<file path="config.mk">
export PLATFORM = sky130hd
export DESIGN_NAME = humidity_sensor_frame_decoder_unit_flat
export DESIGN_NICKNAME = d
export VERILOG_FILES = /design/src/rtl/hsfd_pkg.sv /design/src/rtl/hsfd_rx_if.sv /design/src/rtl/hsfd_res_if.sv /design/src/rtl/humidity_sensor_frame_decoder_unit.sv /design/src/rtl/hsfd_frame.sv /design/src/rtl/hsfd_scale.sv /design/src/flat_wrapper.sv
export SDC_FILE = /design/constraint.sdc
export NUM_CORES = 1
export LEC_CHECK = 0
export BUFFER_PORTS_ARGS = -buffer_cell sky130_fd_sc_hd__buf_2
export CAP_MARGIN = 20
export CORE_MARGIN = 2
export CORE_UTILIZATION = 35
export DETAILED_ROUTE_END_ITERATION = 10
export GPL_ROUTABILITY_DRIVEN = 0
export SYNTH_ARGS = -nofsm -noshare
export SYNTH_HDL_FRONTEND = slang
export SYNTH_SLANG_ARGS = --single-unit
export TNS_END_PERCENT = 10
</file>
<file path="constraint.sdc">
create_clock -name i_clk -period 4.7 [get_ports i_clk]
set_input_delay 0.47 -clock i_clk [delete_from_list [all_inputs] [get_ports i_clk]]
set_output_delay 0.47 -clock i_clk [all_outputs]
set_load 0.005 [all_outputs]
</file>
<file path="src/rtl/hsfd_pkg.sv">
package hsfd_pkg;

    localparam logic [7:0]  CRC8_GEN   = 8'h31;
    localparam logic [7:0]  CRC_INIT   = 8'hFF;
    localparam logic [15:0] TICKS_FULL = 16'hFFFF;
    localparam logic [7:0]  T_SCALE    = 8'd175;
    localparam logic [8:0]  T_OFFSET   = 9'd45;
    localparam logic [7:0]  H_SCALE    = 8'd125;
    localparam logic [7:0]  H_OFFSET   = 8'd6;
    localparam logic [6:0]  H_MAX      = 7'd100;

    typedef struct packed {
        logic        vld;
        logic [15:0] t_raw;
        logic [15:0] h_raw;
        logic        t_ok;
        logic        h_ok;
    } t_frame;

    typedef struct packed {
        logic signed [8:0] temperature_c;
        logic [6:0]        humidity_pct;
        logic              temperature_ok;
        logic              humidity_ok;
    } t_result;

endpackage

</file>
<file path="src/rtl/hsfd_rx_if.sv">
interface hsfd_rx_if;
    logic       valid;
    logic       ready;
    logic [7:0] rx_byte;
    logic       frame_start;

    modport source (output valid, output rx_byte, output frame_start, input ready);
    modport sink (input valid, input rx_byte, input frame_start, output ready);
endinterface

</file>
<file path="src/rtl/hsfd_res_if.sv">
interface hsfd_res_if;
    logic              valid;
    logic              ready;
    logic signed [8:0] temperature_c;
    logic [6:0]        humidity_pct;
    logic              temperature_ok;
    logic              humidity_ok;

    modport source (
        output valid, output temperature_c, output humidity_pct,
        output temperature_ok, output humidity_ok, input ready
    );
    modport sink (
        input valid, input temperature_c, input humidity_pct,
        input temperature_ok, input humidity_ok, output ready
    );
endinterface

</file>
<file path="src/rtl/humidity_sensor_frame_decoder_unit.sv">
// Decoder for the six-byte measurement reply of a temperature and humidity sensor.
// Channel i_rx carries one received byte per transaction, with frame_start set on
// the first byte of a reply; a start flag in mid-frame drops the partial frame.
// Bytes 0..1 are the temperature word and byte 2 its CRC-8, bytes 3..4 the humidity
// word and byte 5 its CRC-8 (polynomial 0x31, initial value 0xFF, MSB first).
// Channel o_res carries one result transaction per frame: temperature in degrees
// Celsius, humidity in percent clamped to 0..100, and a CRC flag for each word;
// a word that fails its CRC is given as zero.
// Throughput is one byte per clock cycle while bytes are not held back. Once the sixth
// byte is accepted, the frame passes through the frame register and the scaling
// product register into the result register.
// Reset returns the byte position to the start of a frame, loads the CRC with 0xFF
// and empties the pipeline. While o_res is stalled the result is held and bytes
// are still taken; the frame and product registers can each hold one more frame,
// and only the sixth byte of a frame waits when both are full.
module humidity_sensor_frame_decoder_unit (
    input  logic              i_clk,
    input  logic              i_rst_n,
    hsfd_rx_if.sink           i_rx,
    hsfd_res_if.source        o_res
);

    hsfd_pkg::t_frame  frm;
    hsfd_pkg::t_result res;
    logic              frm_en;
    logic              res_vld;

    hsfd_frame u_frame (
        .i_clk    (i_clk),
        .i_rst_n  (i_rst_n),
        .i_vld    (i_rx.valid),
        .i_byte   (i_rx.rx_byte),
        .i_start  (i_rx.frame_start),
        .o_rdy    (i_rx.ready),
        .i_frm_en (frm_en),
        .o_frm    (frm)
    );

    hsfd_scale u_scale (
        .i_clk     (i_clk),
        .i_rst_n   (i_rst_n),
        .i_frm     (frm),
        .o_frm_en  (frm_en),
        .o_res_vld (res_vld),
        .i_res_rdy (o_res.ready),
        .o_res     (res)
    );

    assign o_res.valid          = res_vld;
    assign o_res.temperature_c  = res.temperature_c;
    assign o_res.humidity_pct   = res.humidity_pct;
    assign o_res.temperature_ok = res.temperature_ok;
    assign o_res.humidity_ok    = res.humidity_ok;

endmodule

</file>
<file path="src/rtl/hsfd_frame.sv">
module hsfd_frame (
    input  logic             i_clk,
    input  logic             i_rst_n,
    input  logic             i_vld,
    input  logic [7:0]       i_byte,
    input  logic             i_start,
    output logic             o_rdy,
    input  logic             i_frm_en,
    output hsfd_pkg::t_frame o_frm
);

    localparam logic [2:0] POS_T_MSB = 3'd0;
    localparam logic [2:0] POS_T_LSB = 3'd1;
    localparam logic [2:0] POS_T_CRC = 3'd2;
    localparam logic [2:0] POS_H_MSB = 3'd3;
    localparam logic [2:0] POS_H_LSB = 3'd4;
    localparam logic [2:0] POS_H_CRC = 3'd5;

    function automatic logic [7:0] crc8_step(input logic [7:0] crc, input logic [7:0] data);
        logic [7:0] c;
        c = crc ^ data;
        for (int i = 0; i < 8; i++) begin
            c = c[7] ? ((c << 1) ^ hsfd_pkg::CRC8_GEN) : (c << 1);
        end
        return c;
    endfunction

    logic [2:0]       r_pos, n_pos;
    logic [7:0]       r_crc, n_crc;
    logic [15:0]      r_t_raw, n_t_raw;
    logic [15:0]      r_h_raw, n_h_raw;
    logic             r_t_good, n_t_good;
    hsfd_pkg::t_frame r_frm, n_frm;

    logic       frm_en;
    logic       acc;
    logic       restart;
    logic [2:0] pos;
    logic [7:0] crc;

    assign frm_en  = !r_frm.vld || i_frm_en;
    assign o_rdy   = frm_en || (r_pos != POS_H_CRC);
    assign acc     = i_vld && o_rdy;
    assign restart = i_start || (r_pos > POS_H_CRC);
    assign pos     = restart ? POS_T_MSB : r_pos;
    assign crc     = restart ? hsfd_pkg::CRC_INIT : r_crc;
    assign o_frm   = r_frm;

    always_comb begin
        n_pos    = r_pos;
        n_crc    = r_crc;
        n_t_raw  = r_t_raw;
        n_h_raw  = r_h_raw;
        n_t_good = r_t_good;
        n_frm    = r_frm;
        if (frm_en) begin
            n_frm.vld = 1'b0;
        end
        if (acc) begin
            n_pos = pos + 3'd1;
            n_crc = crc8_step(crc, i_byte);
            unique case (pos)
                POS_T_MSB: begin
                    n_t_raw[15:8] = i_byte;
                end
                POS_T_LSB: begin
                    n_t_raw[7:0] = i_byte;
                end
                POS_T_CRC: begin
                    n_t_good = (crc == i_byte);
                    n_crc    = hsfd_pkg::CRC_INIT;
                end
                POS_H_MSB: begin
                    n_h_raw[15:8] = i_byte;
                end
                POS_H_LSB: begin
                    n_h_raw[7:0] = i_byte;
                end
                default: begin
                    n_pos       = POS_T_MSB;
                    n_crc       = hsfd_pkg::CRC_INIT;
                    n_frm.vld   = 1'b1;
                    n_frm.t_raw = r_t_raw;
                    n_frm.h_raw = r_h_raw;
                    n_frm.t_ok  = r_t_good;
                    n_frm.h_ok  = (crc == i_byte);
                end
            endcase
        end
    end

    always_ff @(posedge i_clk) begin
        if (!i_rst_n) begin
            r_pos     <= POS_T_MSB;
            r_crc     <= hsfd_pkg::CRC_INIT;
            r_frm.vld <= 1'b0;
        end else begin
            r_pos     <= n_pos;
            r_crc     <= n_crc;
            r_frm.vld <= n_frm.vld;
        end
        r_t_raw    <= n_t_raw;
        r_h_raw    <= n_h_raw;
        r_t_good   <= n_t_good;
        r_frm.t_raw <= n_frm.t_raw;
        r_frm.h_raw <= n_frm.h_raw;
        r_frm.t_ok  <= n_frm.t_ok;
        r_frm.h_ok  <= n_frm.h_ok;
    end

endmodule

</file>
<file path="src/rtl/hsfd_scale.sv">
module hsfd_scale (
    input  logic              i_clk,
    input  logic              i_rst_n,
    input  hsfd_pkg::t_frame  i_frm,
    output logic              o_frm_en,
    output logic              o_res_vld,
    input  logic              i_res_rdy,
    output hsfd_pkg::t_result o_res
);

    // Quotient of a product below 256 * 65535 by 65535, using 2^16 = 65535 + 1.
    function automatic logic [7:0] div_full(input logic [23:0] p);
        logic [7:0]  q0;
        logic [16:0] r;
        q0 = p[23:16];
        r  = {1'b0, p[15:0]} + {9'd0, q0};
        return q0 + {7'd0, (r >= {1'b0, hsfd_pkg::TICKS_FULL})};
    endfunction

    logic              r_prd_vld, n_prd_vld;
    logic [23:0]       r_t_prod, n_t_prod;
    logic [23:0]       r_h_prod, n_h_prod;
    logic              r_t_ok, n_t_ok;
    logic              r_h_ok, n_h_ok;
    logic              r_res_vld, n_res_vld;
    hsfd_pkg::t_result r_res, n_res;

    logic       out_en;
    logic       prd_en;
    logic [7:0] t_q;
    logic [7:0] h_q;
    logic [6:0] h_val;

    assign out_en    = !r_res_vld || i_res_rdy;
    assign prd_en    = !r_prd_vld || out_en;
    assign o_frm_en  = prd_en;
    assign o_res_vld = r_res_vld;
    assign o_res     = r_res;

    assign t_q = div_full(r_t_prod);
    assign h_q = div_full(r_h_prod);

    always_comb begin
        if (h_q < hsfd_pkg::H_OFFSET) begin
            h_val = 7'd0;
        end else if (h_q > ({1'b0, hsfd_pkg::H_MAX} + hsfd_pkg::H_OFFSET)) begin
            h_val = hsfd_pkg::H_MAX;
        end else begin
            h_val = 7'(h_q - hsfd_pkg::H_OFFSET);
        end
    end

    always_comb begin
        n_prd_vld = r_prd_vld;
        n_t_prod  = r_t_prod;
        n_h_prod  = r_h_prod;
        n_t_ok    = r_t_ok;
        n_h_ok    = r_h_ok;
        if (prd_en) begin
            n_prd_vld = i_frm.vld;
            if (i_frm.vld) begin
                n_t_prod = 24'(i_frm.t_raw) * 24'(hsfd_pkg::T_SCALE);
                n_h_prod = 24'(i_frm.h_raw) * 24'(hsfd_pkg::H_SCALE);
                n_t_ok   = i_frm.t_ok;
                n_h_ok   = i_frm.h_ok;
            end
        end
    end

    always_comb begin
        n_res_vld = r_res_vld;
        n_res     = r_res;
        if (out_en) begin
            n_res_vld = r_prd_vld;
            if (r_prd_vld) begin
                n_res.temperature_ok = r_t_ok;
                n_res.humidity_ok    = r_h_ok;
                n_res.temperature_c  = r_t_ok ?
                    $signed({1'b0, t_q} - hsfd_pkg::T_OFFSET) : 9'sd0;
                n_res.humidity_pct   = r_h_ok ? h_val : 7'd0;
            end
        end
    end

    always_ff @(posedge i_clk) begin
        if (!i_rst_n) begin
            r_prd_vld <= 1'b0;
            r_res_vld <= 1'b0;
        end else begin
            r_prd_vld <= n_prd_vld;
            r_res_vld <= n_res_vld;
        end
        r_t_prod <= n_t_prod;
        r_h_prod <= n_h_prod;
        r_t_ok   <= n_t_ok;
        r_h_ok   <= n_h_ok;
        r_res    <= n_res;
    end

endmodule

</file>
<file path="src/flat_wrapper.sv">
// flat-port wrapper written by rule: the top's interface ports become plain ports
module humidity_sensor_frame_decoder_unit_flat 
  (i_clk, i_rst_n, i_rx_valid, i_rx_rx_byte, i_rx_frame_start, i_rx_ready, o_res_valid, o_res_temperature_c, o_res_humidity_pct, o_res_temperature_ok, o_res_humidity_ok, o_res_ready);
  hsfd_rx_if i_rx_i ();
  hsfd_res_if o_res_i ();
  input  logic i_clk;
  input  logic i_rst_n;
  input wire logic [$bits(i_rx_i.valid)-1:0] i_rx_valid;
  input wire logic [$bits(i_rx_i.rx_byte)-1:0] i_rx_rx_byte;
  input wire logic [$bits(i_rx_i.frame_start)-1:0] i_rx_frame_start;
  output wire logic [$bits(i_rx_i.ready)-1:0] i_rx_ready;
  output wire logic [$bits(o_res_i.valid)-1:0] o_res_valid;
  output wire logic [$bits(o_res_i.temperature_c)-1:0] o_res_temperature_c;
  output wire logic [$bits(o_res_i.humidity_pct)-1:0] o_res_humidity_pct;
  output wire logic [$bits(o_res_i.temperature_ok)-1:0] o_res_temperature_ok;
  output wire logic [$bits(o_res_i.humidity_ok)-1:0] o_res_humidity_ok;
  input wire logic [$bits(o_res_i.ready)-1:0] o_res_ready;
  assign i_rx_i.valid = i_rx_valid;
  assign i_rx_i.rx_byte = i_rx_rx_byte;
  assign i_rx_i.frame_start = i_rx_frame_start;
  assign i_rx_ready = i_rx_i.ready;
  assign o_res_valid = o_res_i.valid;
  assign o_res_temperature_c = o_res_i.temperature_c;
  assign o_res_humidity_pct = o_res_i.humidity_pct;
  assign o_res_temperature_ok = o_res_i.temperature_ok;
  assign o_res_humidity_ok = o_res_i.humidity_ok;
  assign o_res_i.ready = o_res_ready;
  humidity_sensor_frame_decoder_unit u_core (.i_clk(i_clk), .i_rst_n(i_rst_n), .i_rx(i_rx_i), .o_res(o_res_i));
endmodule
</file>
==> results.tsv <==
stage	metric	value	unit
synthesis	Netlist cell types	71	
synthesis	post-synthesis simple-gate area fraction	0.0908	
synthesis	ys async rst share	0	
cells_and_area	Filler cells	3256	
worst_setup_path	Worst Setup Start Kind	flop	
worst_setup_path	r2r startpoint	u_core.u_frame.o_frm[4]	
drt	DRT Pass-1 Iters	4	
placement	DP HPWL	16.8	mm
cells_and_area	antenna cells	0	
floorplan	Die Height	188	µm
power_and_ir_drop	Switch Pwr	987	µW
placement	DP Area	12600	µm²
synthesis	Synth Register Bits	148	
global_routing	first-pass GRT wire length	35.6	mm
sta	Setup violations, final	0	
global_routing	via count of the first global-routing pass	7327	
cells_and_area	Finished Core Util	0.397	
worst_setup_path	worst path cell trace	fa_1 > inv_1 > fa_1 > fa_1 > inv_1 > fa_1 > ha_1 > a21o_1 > a21o_1 > a221o_1 > o211ai_2 > o211ai_1 > mux2i_1 > nand4_1	
drt	initial drt markers	358	
synthesis	Ys Warns	0	
synthesis	number of synthesized flops with an enable pin	134	
worst_setup_path	max incr delay on CP	560	ps
job	Max-cap violations	0	
sta	relative slew slack	0.572	
placement	placed cells	1492	
synthesis	Mapped Area	11900	µm²
cells_and_area	Total Nets Final	1340	
cells_and_area	fraction of layout cells with a size suffix above 1	0.0905	
synthesis	syn nets	1284	
cells_and_area	Layout Cells excl Fill	1531	
floorplan	chip width	188	µm
clock_tree	clock root buffer	clkbuf_16	
power_and_ir_drop	P per Cell Area	272	nW/µm²
drt	via count	7296	
global_routing	pin count of the biggest net entering global routing	50	
synthesis	post-synthesis mux area share	0.00431	
sta	FMAX	218	MHz
power_and_ir_drop	Clk network pwr share	0.367	
sta	actual slew at the worst max-slew pin	642	ps
synthesis	Cells after Synth	1015	
worst_setup_path	most frequent CP cell	fa_1	
sta	Fin. Hold Viols	0	
worst_setup_path	worst path buffer plus inverter count	2	
hold_path	hold_sp	i_rst_n	
worst_setup_path	delay-heaviest family, CP	adder cells	
sta	RSZ-0062 raised after global routing	yes	
power_and_ir_drop	cell-internal power	2630	µW
hold_path	Tightest Hold Check Type	input port to flop	
worst_setup_path	reg-to-reg endpoint	u_core.u_scale.r_h_prod[22]	
synthesis	most frequent cells after synthesis	ha_1 (147), edfxtp_1 (134), inv_1 (129)	
clock_tree	clock-pin slew on the worst setup and hold paths	60	ps
sta	Setup Skew	6.10	ps
worst_setup_path	crit path max fanout	6	
synthesis	Avg Cell Area, Syn	11.7	µm²
floorplan	die area	35500	µm²
power_and_ir_drop	Sw Share	0.273	
drt	wire per inst	13.5	µm
power_and_ir_drop	Max IR drop VDD	0.219	mV
run_status	status	finished clean	
floorplan	# IOs	33	
sta	Total Neg Setup Slack	0	ps
global_routing	Tot GR Track Use	0.124	
sta	final critical-path share of the clock period	0.975	
synthesis	largest family of logic cells by synthesized area	adder cells	
clock_tree	clk buf depth	2	
synthesis	complex-gate fraction of the synthesized area	0.0986	
power_and_ir_drop	power share of the sequential group	0.422	
floorplan	Row Count	67	
synthesis	share of the synthesized area in the top cell type	0.338	
worst_setup_path	arrival time worst endpoint	4740	ps
synthesis	count leader, synth	ha_1	
drt	Via-to-Cell Ratio	4.77	
global_routing	GRT overflow	0	
worst_setup_path	critical path class	flop to flop	
clock_tree	H-tree lvl count	4	
power_and_ir_drop	combinational power share	0.211	
synthesis	leading post-synthesis cells by cell area	edfxtp_1 (34%), fa_1 (18%), ha_1 (15%)	
clock_tree	TritonCTS buffer count	17	
synthesis	post-synthesis xor/xnor area fraction	0.0615	
sta	final max-slew violation count	0	
global_routing	initial antenna violation count	0	
drt	Routed WL	20.7	mm
clock_tree	CTS tree	yes	
worst_setup_path	CP max stage cell	fa_1	
synthesis	sequential share of the synthesized area	0.362	
floorplan	Initial Utilization	0.355	
placement	PortBufs	32	
clock_tree	CTS sink cnt	148	
drt	DRC	0	
sta	Final min period	4580	ps
sta	Hold WS	329	ps
hold_path	Hold Crit Endpoint	u_core.u_frame.r_crc[2]	
clock_tree	insertion delay to the later sink of the worst-skew pair	420	ps
worst_setup_path	CP Data Required Time	4860	ps
cells_and_area	Area growth syn-to-layout	11.8	%
floorplan	Core Box Area	33500	µm²
cells_and_area	final instance area	13300	µm²
worst_setup_path	Worst setup EP type	flop	
worst_setup_path	reg2reg setup slack	120	ps
power_and_ir_drop	leak pwr	0.00556	µW
synthesis	adder-cell share of the synthesized area	0.338	
synthesis	Synth area leader	edfxtp_1	
synthesis	Synth Flop Type	edfxtp_1	
hold_path	hold depth	2	
worst_setup_path	Worst R2R Path Depth	14	
drt	DRT antenna net count	0	
## worst register-to-register path: stages, from the launching register on
cell and delay [ps]:
edfxtp_1 530, fa_1 560, inv_1 60, fa_1 480
fa_1 510, inv_1 50, fa_1 390, ha_1 340
a21o_1 180, a21o_1 170, a221o_1 380, o211ai_2 230
o211ai_1 180, mux2i_1 180, nand4_1 100
## routing by layer
metal | part of all wire | GRT usage
met3 | 0.022 | 0.0216
met2 | 0.45 | 0.195
met4 | 0.0088 | 0.0294
met5 | 0 | 0
met1 | 0.52 | 0.178
## placed cells by master (no fill, tap or decap), types with 5 or more instances in the layout
| master | instances |
|---|---|
| dfxtp_1 | 14 |
| nand3_1 | 14 |
| o22ai_1 | 11 |
| buf_4 | 14 |
| a21o_1 | 15 |
| fa_1 | 109 |
| xnor2_1 | 53 |
| inv_6 | 6 |
| nor2_1 | 52 |
| nand4_1 | 6 |
| edfxtp_1 | 134 |
| ha_1 | 147 |
| o211ai_1 | 6 |
| or3_1 | 5 |
| buf_2 | 33 |
| a21oi_1 | 49 |
| and2_1 | 15 |
| clkbuf_16 | 17 |
| nor3_1 | 14 |
| o21a_1 | 8 |
| nand2b_1 | 5 |
| o21bai_1 | 7 |
| and3_1 | 13 |
| o21ai_1 | 5 |
| o21ai_0 | 28 |
| nor2b_1 | 17 |
| a211oi_1 | 9 |
| nand2_1 | 33 |
| xor2_1 | 28 |
| inv_1 | 129 |
| a31oi_1 | 8 |
## registers in the layout, summed over array words and instances, names as in the netlist
register,flops
u_core.u_frame.r_h_raw,16
u_core.u_frame.r_t_raw,16
u_core.u_scale.r_prd_vld,1
u_core.u_scale.r_t_prod,24
u_core.u_frame.r_crc,8
u_core.u_scale.r_t_ok,1
u_core.u_scale.o_res_vld,1
u_core.u_frame.o_frm,35
u_core.u_frame.r_t_good,1
u_core.u_scale.o_res,18
u_core.u_scale.r_h_prod,23
u_core.u_frame.r_pos,3
u_core.u_scale.r_h_ok,1
## what timing repair did
action,in CTS,in global routing
resized for setup,0,4
endpoints found under the setup margin,0,10
setup buffers,0,6
hold buffers,0,0
## how the worst max path moves through the flow
stage                            startpoint                          end  slack, ps  depth (start not counted)
detailed placement  u_core.u_frame.o_frm[4]  u_core.u_scale.r_h_prod[22]         80                         14
global route        u_core.u_frame.o_frm[4]  u_core.u_scale.r_h_prod[22]        -70                         14
global placement    u_core.u_frame.o_frm[4]  u_core.u_scale.r_h_prod[22]        160                         14
finish              u_core.u_frame.o_frm[4]  u_core.u_scale.r_h_prod[22]        120                         14
floorplan           u_core.u_frame.o_frm[4]  u_core.u_scale.r_h_prod[22]        330                         12
CTS                 u_core.u_frame.o_frm[4]  u_core.u_scale.r_h_prod[22]         80                         14
## logic make-up after synthesis
| family | count (synthesis) |
|---|---|
| AO/OA/AOI/OAI | 180 |
| XOR/XNOR | 82 |
| adder cells (fa/ha/maj) | 256 |
| buffers and inverters | 140 |
| flip-flops | 148 |
| multiplexers | 5 |
| AND/OR/NAND/NOR | 204 |
## power by group through the flow
stage,Combinational (µW),Sequential (µW),Clock [µW]
floorplan,614,1540,0
global placement,750,1550,0
detailed placement,755,1550,0
CTS,762,1530,1370
global route,870,1530,1420
finish,761,1530,1330
## layout make-up
class                      count  area (µm²)  area share
clock buffer                  17         425      0.0320
tap                          448         561      0.0421
timing repair buffer          48         298      0.0224
clock inverter                14         150      0.0113
inverter                     129         484      0.0364
sequential                   148        4300       0.323
multi-input combinational    727        7080       0.532
## metrics by stage
stage	power, µW	setup slack, ps
after floorplan	2160	333
after global placement	2300	161
after detailed placement	2310	82.0
after CTS	3660	75.9
after global routing	3820	-71.1
final	3610	116
No activity file was read; power rests on OpenSTA's default activity.
